--- config.mk ---
export PLATFORM = sky130hd
export DESIGN_NAME = ubx_frame_parser_fletcher_top
export DESIGN_NICKNAME = d
export VERILOG_FILES = /design/src/sv/ubxfp_pkg.sv /design/src/sv/ubx_frame_parser_fletcher_top.sv
export SDC_FILE = /design/constraint.sdc
export NUM_CORES = 1
export LEC_CHECK = 0
export BUFFER_PORTS_ARGS = -buffer_cell sky130_fd_sc_hd__buf_2
export CORE_ASPECT_RATIO = 0.7
export CORE_MARGIN = 2
export CORE_UTILIZATION = 60
export CTS_BUF_LIST = sky130_fd_sc_hd__clkbuf_4 sky130_fd_sc_hd__clkbuf_8
export DETAILED_ROUTE_END_ITERATION = 6
export GPL_TIMING_DRIVEN = 0
export HOLD_SLACK_MARGIN = 0.08
export PLACE_DENSITY = 0.8
export SKIP_CTS_REPAIR_TIMING = 1
export SYNTH_ARGS = -nofsm -noshare
export SYNTH_HDL_FRONTEND = slang
export SYNTH_SLANG_ARGS = --single-unit
--- constraint.sdc ---
create_clock -name aclk -period 4.8 [get_ports aclk]
set_clock_uncertainty 0.15 [all_clocks]
set_input_delay 0.72 -clock aclk [delete_from_list [all_inputs] [get_ports aclk]]
set_output_delay 0.72 -clock aclk [all_outputs]
set_load 0.1 [all_outputs]
--- src/sv/ubxfp_pkg.sv ---
package ubxfp_pkg;

    // Width of the frame position counter: sync, header, payload and checksum.
    localparam int POS_W = 17;

    typedef logic [POS_W-1:0] pos_t;

    // Fixed positions within a frame.
    localparam pos_t POS_SYNC_FIRST  = pos_t'(0);
    localparam pos_t POS_SYNC_SECOND = pos_t'(1);
    localparam pos_t POS_CLASS       = pos_t'(2);
    localparam pos_t POS_ID          = pos_t'(3);
    localparam pos_t POS_LEN_LOW     = pos_t'(4);
    localparam pos_t POS_LEN_HIGH    = pos_t'(5);
    localparam pos_t POS_PAYLOAD     = pos_t'(6);

    // Reset values of the sync bytes.
    localparam logic [7:0] SYNC_FIRST_RESET  = 8'd181;
    localparam logic [7:0] SYNC_SECOND_RESET = 8'd98;

    // Configuration register indexes.
    localparam int CFG_IDX_W = 1;

    typedef enum logic [CFG_IDX_W-1:0] {
        CFG_SYNC_FIRST  = 1'b0,
        CFG_SYNC_SECOND = 1'b1
    } cfg_index_t;

    // Result status codes, carried on tuser.
    typedef enum logic [2:0] {
        ST_HUNT = 3'd0,
        ST_HDR  = 3'd1,
        ST_PAY  = 3'd2,
        ST_CKA  = 3'd3,
        ST_GOOD = 3'd4,
        ST_BAD  = 3'd5
    } status_t;

    // One result item; the packed layout matches m_tdata from the top bit down.
    typedef struct packed {
        logic [15:0] frame_length;
        logic [7:0]  frame_id;
        logic [7:0]  frame_class;
        logic [15:0] payload_offset;
        logic [7:0]  data_out;
    } result_data_t;

endpackage

--- src/sv/ubx_frame_parser_fletcher_top.sv ---
// Streaming parser for a two-sync-byte binary frame with an 8-bit Fletcher checksum.
// Every byte accepted on the s_ channel yields exactly one result on the m_ channel in the
// cycle after, and a new byte is accepted every cycle while the result is taken
// (tready stays high while the output register is empty or is being emptied), so the
// sustained rate is one byte per clock; the loops are the frame position counter with the
// captured length, and the Fletcher sum pair. The result carries the status
// code on m_tuser, the echoed byte, the payload offset and the captured header on
// m_tdata, and m_tlast marks the byte that ends a frame, good or bad. The sync bytes
// are set through the configuration channel, which always accepts, and should only be
// written while no result is pending.
module ubx_frame_parser_fletcher_top
    import ubxfp_pkg::*;
(
    input  logic                 aclk,
    input  logic                 aresetn,

    // Configuration write channel
    input  logic                 cfg_valid,
    output logic                 cfg_ready,
    input  logic [CFG_IDX_W-1:0] cfg_index,
    input  logic [7:0]           cfg_data,

    // Received byte stream
    input  logic                 s_tvalid,
    output logic                 s_tready,
    input  logic [7:0]           s_tdata,   // [7:0] rx_byte

    // Result stream
    output logic                 m_tvalid,
    input  logic                 m_tready,
    // [7:0] data_out, [23:8] payload_offset, [31:24] frame_class,
    // [39:32] frame_id, [55:40] frame_length
    output logic [55:0]          m_tdata,
    output logic [2:0]           m_tuser,   // [2:0] status
    output logic                 m_tlast    // frame_end
);

    logic [7:0]   sync_first_reg;
    logic [7:0]   sync_second_reg;

    pos_t         pos_reg, pos_next;
    logic [7:0]   class_reg, class_next;
    logic [7:0]   id_reg, id_next;
    logic [15:0]  len_reg, len_next;
    logic [7:0]   sum_a_reg, sum_a_next;
    logic [7:0]   sum_b_reg, sum_b_next;

    logic         m_valid_reg, m_valid_next;
    result_data_t data_reg, data_next;
    status_t      status_reg, status_next;
    logic         last_reg, last_next;

    logic         accept;
    pos_t         cka_pos;
    logic [7:0]   sum_a_add;
    logic [7:0]   sum_b_add;
    pos_t         pay_index;

    // The configuration port never stalls.
    assign cfg_ready = 1'b1;

    always_ff @(posedge aclk) begin
        if (!aresetn) begin
            sync_first_reg  <= SYNC_FIRST_RESET;
            sync_second_reg <= SYNC_SECOND_RESET;
        end else if (cfg_valid) begin
            case (cfg_index)
                CFG_SYNC_FIRST:  sync_first_reg  <= cfg_data;
                CFG_SYNC_SECOND: sync_second_reg <= cfg_data;
                default: ;
            endcase
        end
    end

    // A new byte is taken whenever the output register is free or is being emptied.
    assign s_tready = !m_valid_reg || m_tready;
    assign accept   = s_tvalid && s_tready;

    assign cka_pos   = pos_t'({1'b0, len_reg}) + POS_PAYLOAD;
    assign sum_a_add = sum_a_reg + s_tdata;
    assign sum_b_add = sum_b_reg + sum_a_add;
    assign pay_index = pos_reg - POS_PAYLOAD;

    // Frame tracking and the result for the byte on s_tdata.
    always_comb begin
        pos_next    = pos_reg;
        class_next  = class_reg;
        id_next     = id_reg;
        len_next    = len_reg;
        sum_a_next  = sum_a_reg;
        sum_b_next  = sum_b_reg;
        status_next = ST_HUNT;
        last_next   = 1'b0;
        data_next.payload_offset = '0;

        if (pos_reg == POS_SYNC_FIRST) begin
            pos_next = (s_tdata == sync_first_reg) ? POS_SYNC_SECOND : POS_SYNC_FIRST;
        end else if (pos_reg == POS_SYNC_SECOND) begin
            pos_next = (s_tdata == sync_second_reg) ? POS_CLASS : POS_SYNC_FIRST;
        end else if (pos_reg < POS_PAYLOAD) begin
            if (pos_reg == POS_CLASS) begin
                class_next = s_tdata;
            end else if (pos_reg == POS_ID) begin
                id_next = s_tdata;
            end else if (pos_reg == POS_LEN_LOW) begin
                len_next = {len_reg[15:8], s_tdata};
            end else begin
                len_next = {s_tdata, len_reg[7:0]};
            end
            sum_a_next  = sum_a_add;
            sum_b_next  = sum_b_add;
            status_next = ST_HDR;
            pos_next    = pos_reg + pos_t'(1);
        end else if (pos_reg < cka_pos) begin
            data_next.payload_offset = pay_index[15:0];
            sum_a_next  = sum_a_add;
            sum_b_next  = sum_b_add;
            status_next = ST_PAY;
            pos_next    = pos_reg + pos_t'(1);
        end else if (pos_reg == cka_pos) begin
            if (s_tdata == sum_a_reg) begin
                status_next = ST_CKA;
                pos_next    = pos_reg + pos_t'(1);
            end else begin
                // First checksum byte wrong: the frame is dropped here.
                status_next = ST_BAD;
                last_next   = 1'b1;
                pos_next    = POS_SYNC_FIRST;
                sum_a_next  = '0;
                sum_b_next  = '0;
            end
        end else if (pos_reg == cka_pos + pos_t'(1)) begin
            status_next = (s_tdata == sum_b_reg) ? ST_GOOD : ST_BAD;
            last_next   = 1'b1;
            pos_next    = POS_SYNC_FIRST;
            sum_a_next  = '0;
            sum_b_next  = '0;
        end else begin
            // A position past the checksum cannot occur; fall back to hunting.
            pos_next   = POS_SYNC_FIRST;
            sum_a_next = '0;
            sum_b_next = '0;
        end

        data_next.data_out     = s_tdata;
        data_next.frame_class  = class_next;
        data_next.frame_id     = id_next;
        data_next.frame_length = len_next;
    end

    // Parser state advances once per accepted transaction.
    always_ff @(posedge aclk) begin
        if (!aresetn) begin
            pos_reg   <= POS_SYNC_FIRST;
            class_reg <= '0;
            id_reg    <= '0;
            len_reg   <= '0;
            sum_a_reg <= '0;
            sum_b_reg <= '0;
        end else if (accept) begin
            pos_reg   <= pos_next;
            class_reg <= class_next;
            id_reg    <= id_next;
            len_reg   <= len_next;
            sum_a_reg <= sum_a_next;
            sum_b_reg <= sum_b_next;
        end
    end

    // Output register.
    assign m_valid_next = accept || (m_valid_reg && !m_tready);

    always_ff @(posedge aclk) begin
        if (!aresetn) begin
            m_valid_reg <= 1'b0;
        end else begin
            m_valid_reg <= m_valid_next;
        end
    end

    always_ff @(posedge aclk) begin
        if (accept) begin
            data_reg   <= data_next;
            status_reg <= status_next;
            last_reg   <= last_next;
        end
    end

    assign m_tvalid = m_valid_reg;
    assign m_tdata  = data_reg;
    assign m_tuser  = status_reg;
    assign m_tlast  = last_reg;

endmodule

==> results.json, run 1 <==
{
  "path_clk_slew_ns": 0.08,
  "timing.setup.tns_ns": 0,
  "numPortBuffers": 83,
  "via_per_inst": 5.814,
  "num_io_pins": 85,
  "ant_nets": 0,
  "core_area_um2": 13090,
  "rows": 35,
  "dieWidth_um": 142.1,
  "setup_violations": 0,
  "synth_seq_cells": 141,
  "timing.fmax_mhz": 230.9,
  "synth_top_area_share_pct": 22.11,
  "dp_slack_ns": 0.5823,
  "worstMarginPinSlew_ns": 0.9113,
  "track_usage_pct": 26.87,
  "syn-num-nets": 907,
  "antenna_found_initial": 0,
  "end_kind": "flop",
  "multiInputGateArea_um2": 4224,
  "finalPower_mw": 2.717,
  "yosysSeqAreaShare_pct": 42.60,
  "synthAdderAreaFrac_pct": 6.433,
  "power_density_nw_per_um2": 300.8,
  "yosys_warnings": 0,
  "hpwl_mm": 13.49,
  "fin_crit_ns": 4.331,
  "gp_congestion": 0.8914,
  "highest_layer": "met4",
  "drv_cap": 0,
  "vias": 6547,
  "max_stage_delay_ns": 0.48,
  "drc": 0,
  "drt-total-wl_mm": 18.76,
  "fp.dieH_um": 100.7,
  "avgSynthCellArea_um2": 9.482,
  "areaGrowthSynthToFinish_pct": 12.73,
  "cp.required_ns": 5.04,
  "synth_edf_count": 59,
  "diodes": 0,
  "fin_crit_sh_pct": 90.22,
  "post-synth-top-area-cell": "edfxtp_1",
  "hp-class": "flop to flop",
  "drive_above_1_share_pct": 19.38,
  "synth_compound_area_share_pct": 10.74,
  "htree_levels": 4,
  "cts_tree": "yes",
  "setup_ws_ns": 0.4693,
  "cp_slowest_cell": "dfxtp_1",
  "initial_core_util_pct": 61.19,
  "relSlewSlack_pct": 39.25,
  "routed-wl-met2_mm": 7.648,
  "crit_top_cell": "nor2_1",
  "hold_ws_ns": 0.3096,
  "synth_cell_types": 70,
  "outcome": "finished, final reports clean",
  "hold_viol": 0,
  "dr_wl_met3_mm": 1.650,
  "synth_mux_area_share_pct": 4.778,
  "worstPathArrival_ns": 4.57,
  "synth_top_family_by_area": "simple AND/OR/NAND/NOR gates",
  "grt_pass1_vias": 5797,
  "clkLatencyLatePin_ns": 0.46,
  "wl_per_cell_um": 16.66,
  "rsz0062_at_grt": "false",
  "peakVddDrop_mv": 0.2533,
  "path_max_fanout": 10,
  "crit_type": "flop to flop",
  "numCtsBuffers": 17,
  "fill_cells": 1038,
  "drv_slew": 0,
  "layout.nets": 1009,
  "largest_reg_flops": 56,
  "grt_max_degree": 69,
  "die-area_um2": 14310,
  "cp-start-kind": "flop",
  "drt_iter0_drc": 474,
  "drt_first_pass_iters": 5,
  "crit_chain": "inv_1 > ha_1 > clkbuf_1 > nor4_1 > xnor2_1 > inv_1 > ha_1 > nand4_1 > nor4b_1 > nand2_1 > nor2_1 > nor2_1 > a21oi_2 > o21ai_1 > buf_2 > nor2_1",
  "overflow": 0,
  "synth_xor_area_share_pct": 10.56,
  "cts.path.max_buffers": 2,
  "grt_pass1_wl_mm": 29.84,
  "synthCells": 845,
  "ys.flop_type": "dfxtp_1",
  "cts_root_buf": "clkbuf_8",
  "wl_met1_mm": 9.255,
  "clock_sinks": 141,
  "yosys.area_share.simple_pct": 20.16,
  "synthesis.area_um2": 8013,
  "p_leak_nw": 3.632,
  "async_flop_share_pct": 0,
  "register_area_um2": 3413,
  "synthTopCellsByArea": "edfxtp_1 (22%), dfxtp_1 (20%), xnor2_1 (7.5%), ha_1 (5.9%), nand2_1 (4.5%)"
}
## layer usage
metal / track usage (%) / vias to the layer above
met1: 40.53 / 3058
met3: 7.458 / 22
met4: 7.154 / 0
li1: - / 3197
met5: 0 / -
met2: 37.83 / 270
## synth_stat cells, drive strengths merged, types with 9 or more instances
| cell | count |
|---|---|
| mux2 | 26 |
| a22oi | 15 |
| mux2i | 9 |
| dfxtp | 82 |
| inv | 24 |
| clkbuf | 36 |
| ha | 38 |
| o21ai | 17 |
| buf | 22 |
| nor3 | 21 |
| nand3 | 42 |
| edfxtp | 59 |
| nand2 | 97 |
| a21o | 11 |
| a21oi | 55 |
| xor2 | 25 |
| nand4 | 17 |
| nor2 | 71 |
| xnor2 | 69 |
## worst max-delay path, delay by kind of cell, from the launching register on
kind	cells	cell delay (ns)
DFF	1	0.48
buffers and inverters	4	0.73
and+or+nand+nor	7	1.53
xor gates and xnor gates	1	0.31
AOI/OAI and AO/OA	2	0.46
adders and majority gates	2	0.61
## logic make-up (layout without fill, tap and decap cells)
| logic type | Yosys count | count (layout) |
|---|---|---|
| AO/OA/AOI/OAI | 135 | 135 |
| adder cells (fa/ha/maj) | 40 | 40 |
| multiplexers | 35 | 35 |
| XOR/XNOR | 95 | 95 |
| flip-flops | 141 | 141 |
| buffers and inverters | 83 | 198 |
| AND/OR/NAND/NOR | 315 | 315 |
| other | 1 | 1 |
## layout make-up
type / count / share of cell area [%]
Multi-Input combinational cell: 621 / 46.77
Tap cell: 166 / 2.299
Clock inverter: 14 / 1.676
Sequential cell: 141 / 37.79
Buffer: 58 / 3.158
Timing Repair Buffer: 83 / 4.599
Clock buffer: 18 / 2.674
Inverter: 25 / 1.039
## power by group
| group | leakage (nW) | total [mW] | internal [mW] | switching [mW] |
|---|---|---|---|---|
| Clock | 0.201 | 0.960 | 0.438 | 0.522 |
| Sequential | 1.26 | 1.31 | 1.29 | 0.0194 |
| Combinational | 2.17 | 0.447 | 0.0969 | 0.350 |
| Total | 3.63 | 2.72 | 1.82 | 0.892 |
## metrics by stage
stage | cell area (um^2) | std cells | utilization [%]
finish | 9032 | 1126 | 68.98
global route | 9032 | 1126 | 68.98
CTS | 9032 | 1126 | 68.98
detailed placement | 8640 | 1094 | 65.98
global placement | 8636 | 1094 | 65.95
floorplan | 8013 | 845 | -
## worst paths after layout
path	start	end	depth (start not counted)	slack [ns]
max	len_reg[1]$_SDFFE_PN0P_	pos_reg[10]$_SDFFE_PN0P_	16	0.47
min	class_reg[7]$_SDFFE_PN0P_	class_reg[7]$_SDFFE_PN0P_	2	0.31
max reg2reg	len_reg[1]$_SDFFE_PN0P_	pos_reg[10]$_SDFFE_PN0P_	16	0.47
min reg2reg	class_reg[7]$_SDFFE_PN0P_	class_reg[7]$_SDFFE_PN0P_	2	0.31
## cell usage in the layout (no fill, tap or decap), drive strengths merged, types with 21 or more instances in the layout
| cell type | Yosys | layout |
|---|---|---|
| a21oi | 55 | 55 |
| buf | 22 | 105 |
| clkbuf | 36 | 54 |
| dfxtp | 82 | 82 |
| edfxtp | 59 | 59 |
| ha | 38 | 38 |
| inv | 24 | 32 |
| mux2 | 26 | 26 |
| nand2 | 97 | 97 |
| nand3 | 42 | 42 |
| nor2 | 71 | 71 |
| nor3 | 21 | 21 |
| xnor2 | 69 | 69 |
| xor2 | 25 | 25 |
Note: power is estimated with default switching activity, not from simulation.
==> inputs of run 2 (changes only) <==
- BUFFER_PORTS_ARGS: -buffer_cell sky130_fd_sc_hd__buf_2 -> -buffer_cell sky130_fd_sc_hd__buf_4
==> run 2 against run 1 <==
Compared with the run above:
- wire length up 2.0%
- core utilization rose by 1.8 points
- clock-buffer cell count unchanged
- sequential power hardly changed
- worst hold slack improved by 0.00056 ns
- fmax is 0.29% higher
- non-clock buffer count stayed put
- clock power grew 5%
==> results.json, run 2 (same netlist as run 1, synthesis figures left out) <==
{
  "outcome": "finished, final reports clean",
  "peakVddDrop_mv": 0.2099,
  "drt_iter0_drc": 637,
  "power_density_nw_per_um2": 300.8,
  "ant_nets": 0,
  "largest_reg_flops": 56,
  "end_kind": "flop",
  "mostFrequentLayoutCells": "nand2_1 (97), buf_4 (90), dfxtp_1 (82)",
  "htree_levels": 4,
  "p_leak_nw": 3.700,
  "cts_tree": "yes",
  "crit_end": "pos_reg[3]$_SDFFE_PN0P_",
  "antenna_found_initial": 0,
  "vias": 6525,
  "cts.path.max_buffers": 2,
  "place_area_um2": 8847,
  "areaGrowthSynthToFinish_pct": 15.60,
  "hp-class": "flop to flop",
  "path_max_fanout": 10,
  "path_clk_slew_ns": 0.09,
  "dieWidth_um": 142.1,
  "wl_per_cell_um": 17.00,
  "hold_viol": 0,
  "drc": 0,
  "r2r_start": "len_reg[1]$_SDFFE_PN0P_",
  "cp-startpoint": "len_reg[1]$_SDFFE_PN0P_",
  "drt-total-wl_mm": 19.14,
  "design_area_um2": 9263,
  "cp-start-kind": "flop",
  "cts_root_buf": "clkbuf_8",
  "diodes": 0,
  "fp.dieH_um": 100.7,
  "layout.nets": 1009,
  "r2r_cells": 15,
  "drv_slew": 0,
  "timing.rr.end": "pos_reg[3]$_SDFFE_PN0P_",
  "fin_crit_sh_pct": 89.96,
  "relSlewSlack_pct": 38.51,
  "drive_above_1_share_pct": 19.38,
  "clkLatencyLatePin_ns": 0.46,
  "reg2reg_slack_ns": 0.48,
  "timing.fmax_mhz": 231.6,
  "track_usage_pct": 27.20,
  "grt_max_degree": 69,
  "fin_crit_ns": 4.318,
  "setup_violations": 0,
  "grt_pass1_vias": 5915,
  "hpwl_mm": 13.79,
  "worstMarginPinSlew_ns": 0.9223,
  "fill_cells": 971,
  "rsz0062_at_grt": "false",
  "initial_core_util_pct": 61.19,
  "gp_congestion": 0.9093,
  "numPortBuffers": 83,
  "layout_commonest_cell": "nand2_1",
  "utilization_pct": 70.74,
  "clock_sinks": 141,
  "timing.setup.tns_ns": 0,
  "crit_type": "flop to flop",
  "rows": 35,
  "worstPathArrival_ns": 4.53,
  "drt_first_pass_iters": 5,
  "grt_pass1_wl_mm": 30.23,
  "cp.required_ns": 5.02,
  "drv_cap": 0,
  "via_per_inst": 5.795,
  "num_io_pins": 85,
  "core_area_um2": 13090,
  "numCtsBuffers": 17,
  "overflow": 0,
  "die-area_um2": 14310
}
==> run 2: changes by cell type in the layout (fill, tap and decap cells not counted), sizes merged <==
| cell | previous run | this run |
|---|---|---|
| clkinv | 5 | 3 |
| inv | 32 | 34 |
==> run 2: critical path, cell delays in order (launching register included) <==
cell and delay (ns):
dfxtp_1 0.48, inv_1 0.13, ha_1 0.30, clkbuf_1 0.25
nor4_1 0.39, xnor2_1 0.31, inv_1 0.10, ha_1 0.30
nand4_1 0.15, nor4b_1 0.31, nand2_1 0.17, nor2_1 0.22
nor2_1 0.10, a21oi_2 0.35, nand3_1 0.21, o311ai_1 0.31
==> run 2: through the flow <==
step	setup slack (ns)	hold slack [ns]	std cells	total power, mW
2_1_floorplan	0.2474	0.2829	845	1.692
3_3_place_gp	0.03096	0.2906	1094	1.799
3_5_place_dp	0.5882	0.2972	1094	1.803
4_1_cts	0.5758	0.3109	1126	2.788
5_1_grt	0.09779	0.3267	1126	2.872
6_report	0.4819	0.3102	1126	2.786
==> run 2: cell type report <==
class	instances	area (um^2)	area share, %
buffer	58	285.3	3.080
clock buffer	18	247.7	2.675
clock inverter	14	167.7	1.810
inverter	25	93.84	1.013
multi-input combinational	621	4224	45.60
sequential	141	3413	36.85
tap	166	207.7	2.242
timing repair buffer	83	623.1	6.727
==> run 2: how the worst min path moves through the flow <==
stage                                    from                   endpoint  depth (start not counted)
detailed placement  class_reg[0]$_SDFFE_PN0P_  class_reg[0]$_SDFFE_PN0P_                          2
floorplan           class_reg[0]$_SDFFE_PN0P_  class_reg[0]$_SDFFE_PN0P_                          2
global placement    class_reg[6]$_SDFFE_PN0P_  class_reg[6]$_SDFFE_PN0P_                          2
finish              class_reg[4]$_SDFFE_PN0P_  class_reg[4]$_SDFFE_PN0P_                          2
global route                       s_tdata[0]       m_tdata[0]$_DFFE_PP_                          1
CTS                 class_reg[4]$_SDFFE_PN0P_  class_reg[4]$_SDFFE_PN0P_                          2
==> run 2: layer usage <==
metal / wire length, um / vias to the layer above / track usage, %
met2: 7836 / 266 / 38.46
li1: - / 3190 / -
met1: 9488 / 3046 / 41.74
met4: 211 / 0 / 7.231
met3: 1606 / 23 / 6.271
met5: 0 / - / 0
==> run 2: report_power, final <==
group          total (mW)  internal [mW]  switching (mW)
logic               0.469          0.117           0.351
registers            1.31           1.29          0.0205
clock network        1.01          0.457           0.550
